## src/sv/jcdc_pkg.sv

```systemverilog
package jcdc_pkg;

	// Field widths of the ports
	localparam int FRAC_W  = 32;
	localparam int YEAR_W  = 15;
	localparam int MONTH_W = 4;
	localparam int DAY_W   = 5;
	localparam int MJD_W   = 23;
	localparam int DOY_W   = 9;

	// Number of fraction bits kept; the port is always FRAC_W wide
	localparam int FRACTION_BITS = 32;
	localparam logic [FRAC_W-1:0] FRAC_MASK = (FRACTION_BITS >= FRAC_W) ? {FRAC_W{1'b1}} :
		FRAC_W'((64'd1 << FRACTION_BITS) - 64'd1);

	// Operation codes
	localparam logic OP_DATE_TO_MJD = 1'b0;
	localparam logic OP_MJD_TO_DATE = 1'b1;

	// Date to MJD
	localparam int YEAR_SWITCH  = 1582;
	localparam int MONTH_SWITCH = 10;
	localparam int DAY_SWITCH   = 15;
	localparam int JD_YEAR_OFS  = 4716;
	localparam int MJD_BIAS     = 2401525;

	// MJD to date
	localparam int JD_DAY_OFS   = 2400001;
	localparam int JD_GREG      = 2299161;
	localparam int ALPHA_OFS    = 7468865;
	localparam int B_OFS        = 1524;
	// 20*b - 2442 plus 4909 * 7305 keeps the dividend non-negative
	localparam int C_BIAS       = 4909;
	localparam int C_OFS        = C_BIAS * 7305 - 2442;
	localparam int YEAR_OFS_LO  = 4715;
	localparam int YEAR_OFS_HI  = 4716;

	// Biased division by 100: year + 100*BIAS is always non-negative
	localparam int Y100_BIAS    = 164;
	localparam int YR100_BIAS   = 100;

	// Reciprocals: floor(x/D) = (x*K) >> SH, exact for x < 2^(SH - ceil(log2 D))
	localparam int DIV100_SH = 23;
	localparam logic [16:0] DIV100_K =
		17'(((64'd1 << DIV100_SH) + 64'd99) / 64'd100);
	localparam int ALPHA_SH = 43;
	localparam logic [25:0] ALPHA_K =
		26'(((64'd1 << ALPHA_SH) + 64'd146096) / 64'd146097);
	localparam int C_SH = 41;
	localparam logic [28:0] C_K =
		29'(((64'd1 << C_SH) + 64'd7304) / 64'd7305);
	// 10000 folded into the reciprocal of 306001
	localparam int E_SH = 42;
	localparam logic [37:0] E_K =
		38'((((64'd1 << E_SH) + 64'd306000) / 64'd306001) * 64'd10000);

	// floor(30.6001 * k)
	function automatic logic [8:0] mon_offset(input logic [4:0] k);
		logic [8:0] v;
		case (k)
			5'd1:    v = 9'd30;
			5'd2:    v = 9'd61;
			5'd3:    v = 9'd91;
			5'd4:    v = 9'd122;
			5'd5:    v = 9'd153;
			5'd6:    v = 9'd183;
			5'd7:    v = 9'd214;
			5'd8:    v = 9'd244;
			5'd9:    v = 9'd275;
			5'd10:   v = 9'd306;
			5'd11:   v = 9'd336;
			5'd12:   v = 9'd367;
			5'd13:   v = 9'd397;
			5'd14:   v = 9'd428;
			5'd15:   v = 9'd459;
			5'd16:   v = 9'd489;
			default: v = 9'd0;
		endcase
		return v;
	endfunction

	// floor(275 * month / 9)
	function automatic logic [8:0] doy_base(input logic [3:0] m);
		logic [8:0] v;
		case (m)
			4'd1:    v = 9'd30;
			4'd2:    v = 9'd61;
			4'd3:    v = 9'd91;
			4'd4:    v = 9'd122;
			4'd5:    v = 9'd152;
			4'd6:    v = 9'd183;
			4'd7:    v = 9'd213;
			4'd8:    v = 9'd244;
			4'd9:    v = 9'd275;
			4'd10:   v = 9'd305;
			4'd11:   v = 9'd336;
			4'd12:   v = 9'd366;
			default: v = 9'd0;
		endcase
		return v;
	endfunction

endpackage

```

## src/sv/julian_calendar_date_converter.sv

```systemverilog
// Channel   Handshake          Beat payload
// command   start / busy       opcode, cal_year, cal_month, cal_day, in_fraction, in_mjd_day
// result    done (strobe)      out_mjd_day, out_year, out_month, out_day,
//                              out_day_of_year, out_fraction
//
// A beat is taken at every edge where start is high; busy is always low,
// so one conversion enters per clock.
// Each result passes one input register, five pipeline stages and the
// result register on its way out. The depth is set by the chain
// of constant multiplies (alpha, c, d, e, year/100), one per stage.
// Reset clears only the valid bits and the strobe; payload flops run free.
// The receiver cannot stall: done is high for exactly one cycle per beat.
module julian_calendar_date_converter (
	input  logic                                    clk,
	input  logic                                    arst_n,
	input  logic                                    start,
	output logic                                    busy,
	input  logic                                    opcode,
	input  logic signed [jcdc_pkg::YEAR_W-1:0]      cal_year,
	input  logic        [jcdc_pkg::MONTH_W-1:0]     cal_month,
	input  logic        [jcdc_pkg::DAY_W-1:0]       cal_day,
	input  logic        [jcdc_pkg::FRAC_W-1:0]      in_fraction,
	input  logic signed [jcdc_pkg::MJD_W-1:0]       in_mjd_day,
	output logic                                    done,
	output logic signed [jcdc_pkg::MJD_W-1:0]       out_mjd_day,
	output logic signed [jcdc_pkg::YEAR_W-1:0]      out_year,
	output logic        [jcdc_pkg::MONTH_W-1:0]     out_month,
	output logic        [jcdc_pkg::DAY_W-1:0]       out_day,
	output logic        [jcdc_pkg::DOY_W-1:0]       out_day_of_year,
	output logic        [jcdc_pkg::FRAC_W-1:0]      out_fraction
);

	// ------------------------------------------------------------------
	// Stage registers
	// ------------------------------------------------------------------
	logic                     vld_s1, vld_s2, vld_s3, vld_s4, vld_s5, vld_s6;
	logic                     op_s1, op_s2, op_s3, op_s4, op_s5, op_s6;
	logic [jcdc_pkg::FRAC_W-1:0] frac_s1, frac_s2, frac_s3, frac_s4, frac_s5, frac_s6;

	logic signed [14:0]       year_s1;
	logic [3:0]               month_s1;
	logic [4:0]               day_s1;
	logic signed [22:0]       mjd_s1;

	logic signed [15:0]       y_s2;
	logic [3:0]               m_s2;
	logic [4:0]               d_s2;
	logic signed [9:0]        a100_s2;
	logic signed [23:0]       z_s2;
	logic                     greg_s2;
	logic [7:0]               alpha_s2;

	logic [22:0]              whole_s3, whole_s4, whole_s5, whole_s6;
	logic signed [23:0]       b_s3;
	logic signed [15:0]       c_s3, c_s4, c_s5;
	logic                     greg_s3, greg_s4, greg_s5, greg_s6;

	logic [8:0]               bd_s4, bd_s5;
	logic [3:0]               e_s5;

	logic signed [14:0]       yr_s6;
	logic [14:0]              yx_s6;
	logic [7:0]               q100_s6;
	logic [3:0]               mon_s6;
	logic [4:0]               dom_s6;

	logic                     done_q;
	logic [22:0]              out_mjd_day_q;
	logic [14:0]              out_year_q;
	logic [3:0]               out_month_q;
	logic [4:0]               out_day_q;
	logic [8:0]               out_day_of_year_q;
	logic [31:0]              out_fraction_q;

	// ------------------------------------------------------------------
	// Stage 1 -> 2: month shift, year/100, z, alpha
	// ------------------------------------------------------------------
	logic signed [15:0] y_adj;
	logic [3:0]         m_adj;
	logic [15:0]        x100;
	logic [32:0]        p100;
	logic [9:0]         q100_a;
	logic signed [23:0] z_c;
	logic signed [26:0] ax_c;
	logic [50:0]        palpha;

	always_comb begin
		// move January and February to the end of the previous year
		if (month_s1 < 4'd3) begin
			y_adj = 16'(year_s1) - 16'sd1;
			m_adj = month_s1 + 4'd12;
		end else begin
			y_adj = 16'(year_s1);
			m_adj = month_s1;
		end
		x100   = 16'(y_adj) + 16'(jcdc_pkg::Y100_BIAS * 100);
		p100   = 33'(x100) * 33'(jcdc_pkg::DIV100_K);
		q100_a = p100[jcdc_pkg::DIV100_SH +: 10];

		z_c    = 24'(mjd_s1) + 24'(jcdc_pkg::JD_DAY_OFS);
		ax_c   = (27'(z_c) <<< 2) - 27'(jcdc_pkg::ALPHA_OFS);
		palpha = 51'(ax_c[24:0]) * 51'(jcdc_pkg::ALPHA_K);
	end

	// ------------------------------------------------------------------
	// Stage 2 -> 3: whole MJD for date input; b and c for MJD input
	// ------------------------------------------------------------------
	logic signed [9:0]  b0_c;
	logic               julian_c;
	logic signed [16:0] yp_c;
	logic signed [28:0] t_prod;
	logic signed [31:0] t32, mo32, d32, b32, whole_c;
	logic signed [23:0] alpha24, a_c, b_c;
	logic signed [29:0] cx_c;
	logic [56:0]        pc;
	logic signed [15:0] c_c;

	always_comb begin
		b0_c     = 10'sd2 - a100_s2 + (a100_s2 >>> 2);
		julian_c = (y_s2 < 16'(jcdc_pkg::YEAR_SWITCH)) ||
			((y_s2 == 16'(jcdc_pkg::YEAR_SWITCH)) && (m_s2 < 4'(jcdc_pkg::MONTH_SWITCH))) ||
			((y_s2 == 16'(jcdc_pkg::YEAR_SWITCH)) && (m_s2 == 4'(jcdc_pkg::MONTH_SWITCH)) &&
			 (d_s2 < 5'(jcdc_pkg::DAY_SWITCH)));
		yp_c     = 17'(y_s2) + 17'(jcdc_pkg::JD_YEAR_OFS);
		t_prod   = 29'(yp_c) * 29'sd1461;
		t32      = 32'(t_prod >>> 2);
		mo32     = $signed({23'd0, jcdc_pkg::mon_offset({1'b0, m_s2} + 5'd1)});
		d32      = $signed({27'd0, d_s2});
		b32      = julian_c ? 32'sd0 : 32'(b0_c);
		whole_c  = t32 + mo32 + d32 + b32 - 32'(jcdc_pkg::MJD_BIAS);

		alpha24  = $signed({16'd0, alpha_s2});
		a_c      = greg_s2 ? (z_s2 + 24'sd1 + alpha24 - (alpha24 >>> 2)) : z_s2;
		b_c      = a_c + 24'(jcdc_pkg::B_OFS);
		cx_c     = (30'(b_c) * 30'sd20) + 30'(jcdc_pkg::C_OFS);
		pc       = 57'(cx_c[27:0]) * 57'(jcdc_pkg::C_K);
		c_c      = $signed(pc[jcdc_pkg::C_SH +: 16]) - 16'(jcdc_pkg::C_BIAS);
	end

	// ------------------------------------------------------------------
	// Stage 3 -> 4: day within the four-year cycle
	// ------------------------------------------------------------------
	logic signed [26:0] dprod;
	logic signed [26:0] bd_full;

	always_comb begin
		dprod   = 27'(c_s3) * 27'sd1461;
		bd_full = 27'(b_s3) - (dprod >>> 2);
	end

	// ------------------------------------------------------------------
	// Stage 4 -> 5: month index e
	// ------------------------------------------------------------------
	logic [46:0] pe;

	assign pe = 47'(bd_s4) * 47'(jcdc_pkg::E_K);

	// ------------------------------------------------------------------
	// Stage 5 -> 6: month, year, day, year/100
	// ------------------------------------------------------------------
	logic [3:0]         mon_c;
	logic signed [15:0] yr_c;
	logic [4:0]         dom_c;
	logic [14:0]        yx_c;
	logic [31:0]        py;

	always_comb begin
		if (e_s5 < 4'd14) begin
			mon_c = e_s5 - 4'd1;
			yr_c  = c_s5 - 16'(jcdc_pkg::YEAR_OFS_HI);
		end else begin
			mon_c = e_s5 - 4'd13;
			yr_c  = c_s5 - 16'(jcdc_pkg::YEAR_OFS_LO);
		end
		dom_c = 5'(bd_s5 - jcdc_pkg::mon_offset({1'b0, e_s5}));
		yx_c  = 15'(yr_c + 16'(jcdc_pkg::YR100_BIAS * 100));
		py    = 32'(yx_c) * 32'(jcdc_pkg::DIV100_K);
	end

	// ------------------------------------------------------------------
	// Stage 6 -> result: leap rule and day of year
	// ------------------------------------------------------------------
	logic               rem_zero, div4, leap;
	logic [1:0]         feb_adj;
	logic signed [10:0] doy_c;

	always_comb begin
		rem_zero = (yx_s6 == 15'({7'd0, q100_s6} * 15'd100));
		div4     = (yr_s6[1:0] == 2'd0);
		// Gregorian: by 4 and not by 100, or by 400; Julian: by 4
		leap     = greg_s6 ? ((div4 && !rem_zero) || (rem_zero && (q100_s6[1:0] == 2'd0)))
			: div4;
		if (mon_s6 < 4'd3) begin
			feb_adj = 2'd0;
		end else if (leap) begin
			feb_adj = 2'd1;
		end else begin
			feb_adj = 2'd2;
		end
		doy_c = $signed({2'b00, jcdc_pkg::doy_base(mon_s6)}) - $signed({9'd0, feb_adj}) +
			$signed({6'd0, dom_s6}) - 11'sd30;
	end

	// ------------------------------------------------------------------
	// Valid chain and strobe
	// ------------------------------------------------------------------
	assign busy = 1'b0;

	always_ff @(posedge clk or negedge arst_n) begin
		if (!arst_n) begin
			vld_s1 <= 1'b0;
			vld_s2 <= 1'b0;
			vld_s3 <= 1'b0;
			vld_s4 <= 1'b0;
			vld_s5 <= 1'b0;
			vld_s6 <= 1'b0;
			done_q <= 1'b0;
		end else begin
			vld_s1 <= start && !busy;
			vld_s2 <= vld_s1;
			vld_s3 <= vld_s2;
			vld_s4 <= vld_s3;
			vld_s5 <= vld_s4;
			vld_s6 <= vld_s5;
			done_q <= vld_s6;
		end
	end

	// ------------------------------------------------------------------
	// Payload pipeline: no reset; the input register loads on a beat, the rest advance every cycle
	// ------------------------------------------------------------------
	always_ff @(posedge clk) begin
		// capture the beat
		if (start && !busy) begin
			op_s1    <= opcode;
			year_s1  <= cal_year;
			month_s1 <= cal_month;
			day_s1   <= cal_day;
			frac_s1  <= in_fraction & jcdc_pkg::FRAC_MASK;
			mjd_s1   <= in_mjd_day;
		end

		op_s2    <= op_s1;
		frac_s2  <= frac_s1;
		y_s2     <= y_adj;
		m_s2     <= m_adj;
		d_s2     <= day_s1;
		a100_s2  <= $signed(q100_a) - 10'(jcdc_pkg::Y100_BIAS);
		z_s2     <= z_c;
		greg_s2  <= (z_c >= 24'(jcdc_pkg::JD_GREG));
		alpha_s2 <= palpha[jcdc_pkg::ALPHA_SH +: 8];

		op_s3    <= op_s2;
		frac_s3  <= frac_s2;
		whole_s3 <= whole_c[22:0];
		b_s3     <= b_c;
		c_s3     <= c_c;
		greg_s3  <= greg_s2;

		op_s4    <= op_s3;
		frac_s4  <= frac_s3;
		whole_s4 <= whole_s3;
		c_s4     <= c_s3;
		bd_s4    <= bd_full[8:0];
		greg_s4  <= greg_s3;

		op_s5    <= op_s4;
		frac_s5  <= frac_s4;
		whole_s5 <= whole_s4;
		c_s5     <= c_s4;
		bd_s5    <= bd_s4;
		e_s5     <= pe[jcdc_pkg::E_SH +: 4];
		greg_s5  <= greg_s4;

		op_s6    <= op_s5;
		frac_s6  <= frac_s5;
		whole_s6 <= whole_s5;
		yr_s6    <= yr_c[14:0];
		yx_s6    <= yx_c;
		q100_s6  <= py[jcdc_pkg::DIV100_SH +: 8];
		mon_s6   <= mon_c;
		dom_s6   <= dom_c;
		greg_s6  <= greg_s5;

		// result register: zero the fields the other opcode does not produce
		out_fraction_q <= frac_s6;
		if (op_s6 == jcdc_pkg::OP_DATE_TO_MJD) begin
			out_mjd_day_q     <= whole_s6;
			out_year_q        <= '0;
			out_month_q       <= '0;
			out_day_q         <= '0;
			out_day_of_year_q <= '0;
		end else begin
			out_mjd_day_q     <= '0;
			out_year_q        <= yr_s6;
			out_month_q       <= mon_s6;
			out_day_q         <= dom_s6;
			out_day_of_year_q <= doy_c[8:0];
		end
	end

	assign done            = done_q;
	assign out_mjd_day     = $signed(out_mjd_day_q);
	assign out_year        = $signed(out_year_q);
	assign out_month       = out_month_q;
	assign out_day         = out_day_q;
	assign out_day_of_year = out_day_of_year_q;
	assign out_fraction    = out_fraction_q;

	// ------------------------------------------------------------------
	// Assertions
	// ------------------------------------------------------------------
	a_latency: assert property (@(posedge clk) disable iff (!arst_n)
		(start && !busy) |-> ##7 done)
		else $error("result strobe missing seven clocks after command");

	a_cycle_day: assert property (@(posedge clk) disable iff (!arst_n)
		vld_s4 |-> (bd_s4 >= 9'd123 && bd_s4 <= 9'd488))
		else $error("day within cycle out of range");

	a_month_idx: assert property (@(posedge clk) disable iff (!arst_n)
		vld_s5 |-> (e_s5 >= 4'd4 && e_s5 <= 4'd15))
		else $error("month index out of range");

	a_result_split: assert property (@(posedge clk) disable iff (!arst_n)
		done |-> ((out_month_q >= 4'd1 && out_month_q <= 4'd12 && out_day_q >= 5'd1 &&
			out_mjd_day_q == 23'd0) ||
			(out_month_q == 4'd0 && out_year_q == 15'd0 && out_day_q == 5'd0 &&
			out_day_of_year_q == 9'd0)))
		else $error("result fields mix both conversions");

endmodule

```

## config.mk

```make
export PLATFORM = sky130hd
export DESIGN_NAME = julian_calendar_date_converter
export DESIGN_NICKNAME = d
export VERILOG_FILES = /design/src/sv/jcdc_pkg.sv /design/src/sv/julian_calendar_date_converter.sv
export SDC_FILE = /design/constraint.sdc
export NUM_CORES = 2
export LEC_CHECK = 0
export BUFFER_PORTS_ARGS = -buffer_cell sky130_fd_sc_hd__buf_2
export CORE_UTILIZATION = 58
export CTS_CLUSTER_DIAMETER = 200
export DETAILED_ROUTE_END_ITERATION = 8
export PLACE_DENSITY = 0.77
export SLEW_MARGIN = 20
export SYNTH_ARGS = -nofsm -noshare
export SYNTH_HDL_FRONTEND = slang
export SYNTH_SLANG_ARGS = --single-unit
```

## constraint.sdc

```tcl
create_clock -name clk -period 14 [get_ports clk]
set_clock_uncertainty 0.15 [all_clocks]
set_input_delay 2.8 -clock clk [delete_from_list [all_inputs] [get_ports clk]]
set_output_delay 2.8 -clock clk [all_outputs]
set_load 0.01 [all_outputs]
```

==> out/results.md <==
| Metric | This run | Unit |
|:---|:---|:---|
| Max_cap viols | 0 | - |
| Maximum fanout count along the critical path | 6 | - |
| CTS H-Tree Depth | 3 | - |
| Fin. max-slew vios | 0 | - |
| Number of global-route vias before repair | 46304 | - |
| Iter 0 DRT Violations | 2441 | - |
| Worst skew pair latency | 0.68 | ns |
| # rows | 123 | - |
| Smallest setup slack after layout | 0.436 | ns |
| Grt ovf | 0 | - |
| Net count of the finished layout | 8886 | - |
| Kind of cell adding the most delay to the critical path | adder cells | - |
| Total I/O pin count | 173 | - |
| DP Worst Slack | -0.454 | ns |
| Required time at the endpoint of the critical path | 14.38 | ns |
| Layout overhead on the synthesized area | 9.32 | % |
| CTS Sinks | 633 | - |
| Antenna-violating nets left | 0 | - |
| Arithmetic-cell share of the synthesized area counting full adders, half adders and majority gates | 51.4 | % |
| Number of buffer and inverter stages on the critical path | 10 | - |
| Netlist area before placement | 65700 | µm² |
| Post-synth EDFFs | 80 | - |
| Number of clock buffers inserted by TritonCTS | 70 | - |
| Post-synthesis compound-gate area fraction | 6.89 | % |
| Final core occ | 63.9 | % |
| Global-route wire length before repair | 239000 | µm |
| Simple-gate area share of the yosys netlist | 6.04 | % |
| Run status | complete, no violations | - |
| Gr usage total | 26.4 | % |
| Worst setup SP type | flip-flop | - |
| Worst reg2reg path depth | 57 | - |
| N_diodes | 0 | - |
| Total Neg Setup Slack | 0 | ns |
| Commonest non-fill, non-tap cell in the layout | inv_1 | - |
| Reg-to-Reg End | c_s3[14] | - |
| Post-detailed-route via-to-cell ratio | 5.29 | - |
| Die X | 339 | µm |
| DRT Pass-1 Iters | 6 | - |
| Pin count of the biggest net entering global routing | 57 | - |
| CP arrival | 13.94 | ns |
| Predominant post-synthesis flop cell | dfxtp_1 | - |
| Placer congestion estimate | 1.04 | - |
| Maximum buffer depth of the clock tree | 3 | - |
| DR WL/cell | 18.0 | µm |
| Vias after detailed routing | 43429 | - |
| Startpoint of the lowest-slack hold path | whole_s5[16] | - |
| Ratio of final minimum period to clock period | 96.9 | % |
| Wire length after detailed routing | 148000 | µm |
| Number of nets produced by synthesis | 8609 | - |
| End point of the worst hold path | whole_s6[16] | - |
| Count of distinct cell types in the synthesized netlist | 94 | - |
| Die height | 339 | µm |
| Path type of the worst setup path | reg2reg | - |
| Slew at the pin closest to its max-slew limit | 1.06 | ns |
| Starting Density | 58.5 | % |
| Most frequent cells in the layout | inv_1 (1697), ha_1 (1227), fa_1 (913) | - |
| Worst slack on hold paths | 0.156 | ns |
| Antenna violations before repair | 1 | - |
| IO Port Bufs | 171 | - |
| Crit path time final | 13.56 | ns |
| Hold Path Depth | 0 | - |
| Number of warnings issued by yosys | 0 | - |
| Worst path depth | 57 | - |
| Number of synthesized register bits | 633 | - |
| Post-synth ARST share | 1.11 | % |
| HPWL Detailed | 127000 | µm |
| Mean instance size in the synthesized netlist | 10.3 | µm² |
| Xor and xnor fraction of the mapped netlist area | 4.80 | % |
| Area of the placeable core | 112000 | µm² |
| Cell with the biggest individual delay on the critical path | fa_1 | - |
| Source of the critical timing path | z_s2[2] | - |
| Area enclosed by the die boundary | 115000 | µm² |
| Post-Syn Instances | 6379 | - |
| Headroom to the max-slew limit | 29.4 | % |
| CP endpoint kind | flip-flop | - |
| Final hold viol count | 0 | - |
| Clock edge transition at the registers on the reported setup and hold paths | 0.06 | ns |
| Main combinational cell family by area after synthesis | adder cells | - |
| TritonCTS clock tree | built | - |
| Reg2reg setup slack | 0.44 | ns |
| Maximum clock frequency | 73.7 | MHz |
| Largest incremental delay on the critical path | 0.53 | ns |
| Number of fillers in the final layout | 8841 | - |
| Share of the yosys chip area belonging to registers | 20.6 | % |
| Final routed DRC violation total | 0 | - |
| Hold Path Class | reg2reg | - |
| Reg-to-Reg Start | z_s2[2] | - |
| Clock Root Buffer | clkbuf_16 | - |
| Number of failing setup endpoints in the final timing report | 0 | - |
| Share of synthesized area spent on multiplexers | 0.320 | % |
| Fraction of final layout cells sized beyond drive strength 1 | 7.40 | % |
## cells by family (layout without fill, tap and decap cells)
group | Yosys count | in the layout
adder cells (fa/ha/maj) | 2150 | 2150
buffers and inverters | 1748 | 2082
AND/OR/NAND/NOR | 788 | 788
AO/OA/AOI/OAI | 684 | 684
flip-flops | 633 | 633
XOR/XNOR | 357 | 357
multiplexers | 18 | 18
other | 1 | 1
## repair_timing
action / in CTS / in global routing
endpoints found under the hold margin: 0 / 0
cloned: 0 / 0
gates resized for setup: 6 / 95
pin swaps: 1 / 23
setup buffers: 1 / 14
endpoints found under the setup margin: 3 / 10
hold buffers: 0 / 0
## through the flow
| stage | cell area [µm²] | instances |
|---|---|---|
| after floorplan | 65700 | 6379 |
| after global placement | 68800 | 8069 |
| after detailed placement | 68800 | 8069 |
| after CTS | 71300 | 8199 |
| after global routing | 71800 | 8213 |
| final | 71800 | 8213 |
## state kept, by name, summed over array words and instances, names as in the netlist, 15 cells and up, named ones only
| signal | flops |
|---|---|
| c_s3 | 15 |
| c_s4 | 15 |
| c_s5 | 15 |
| frac_s1 | 32 |
| frac_s2 | 32 |
| frac_s3 | 32 |
| frac_s4 | 32 |
| frac_s5 | 32 |
| frac_s6 | 32 |
| mjd_s1 | 23 |
| out_fraction | 32 |
| out_mjd_day | 23 |
| out_year | 15 |
| whole_s3 | 23 |
| whole_s4 | 23 |
| whole_s5 | 23 |
| whole_s6 | 23 |
| y_s2 | 16 |
| year_s1 | 15 |
| yx_s6 | 15 |
| z_s2 | 24 |
## worst max-delay path by stage
stage,to,slack [ns]
4_1_cts,c_s3[13],0.03
6_report,c_s3[14],0.44
3_3_place_gp,c_s3[13],0.09
2_1_floorplan,c_s3[13],0.49
3_5_place_dp,c_s3[13],-0.45
5_1_grt,c_s3[14],-0.10
## synth_stat cells (all sizes together), types with 17 or more instances
library cell | instances | area [µm²]
nor4 | 19 | 119
a211oi | 18 | 140
nand4 | 17 | 106
nand2 | 180 | 676
nand2b | 34 | 213
and3 | 33 | 206
o21bai | 26 | 195
clkbuf | 43 | 161
nor3 | 61 | 310
or3 | 24 | 155
inv | 1700 | 6380
a21o | 95 | 713
and2 | 49 | 307
ha | 1233 | 15400
or2 | 20 | 128
fa | 914 | 18300
xnor2 | 243 | 2130
edfxtp | 80 | 2400
o21a | 37 | 278
xor2 | 112 | 981
nand3 | 64 | 320
nor2 | 186 | 698
o211ai | 31 | 233
dfxtp | 546 | 10900
a21oi | 179 | 911
nor2b | 53 | 332
o21ai | 133 | 673
a31oi | 24 | 150
## layer usage
metal | vias to the layer above | share of wire, % | track usage, %
li1 | 20706 | - | -
met1 | 21274 | 41 | 33.2
met2 | 1147 | 48 | 45.1
met3 | 300 | 5.4 | 3.68
met4 | 2 | 5.0 | 12.1
met5 | - | 0.0088 | 0
## area by class of cell
| type | instances | area, µm² | area share (%) |
|---|---|---|---|
| well taps | 1500 | 1880 | 2.61 |
| clock buffers | 93 | 1980 | 2.76 |
| repair buffers | 252 | 1480 | 2.06 |
| clock inverters | 36 | 478 | 0.665 |
| inverters | 1701 | 6380 | 8.89 |
| multi-input cells | 3998 | 46100 | 64.2 |
| flip-flops and latches | 633 | 13500 | 18.8 |
Power is not shown: default switching activity piles up to over one toggle a cycle in this logic, so the estimate is an artifact.
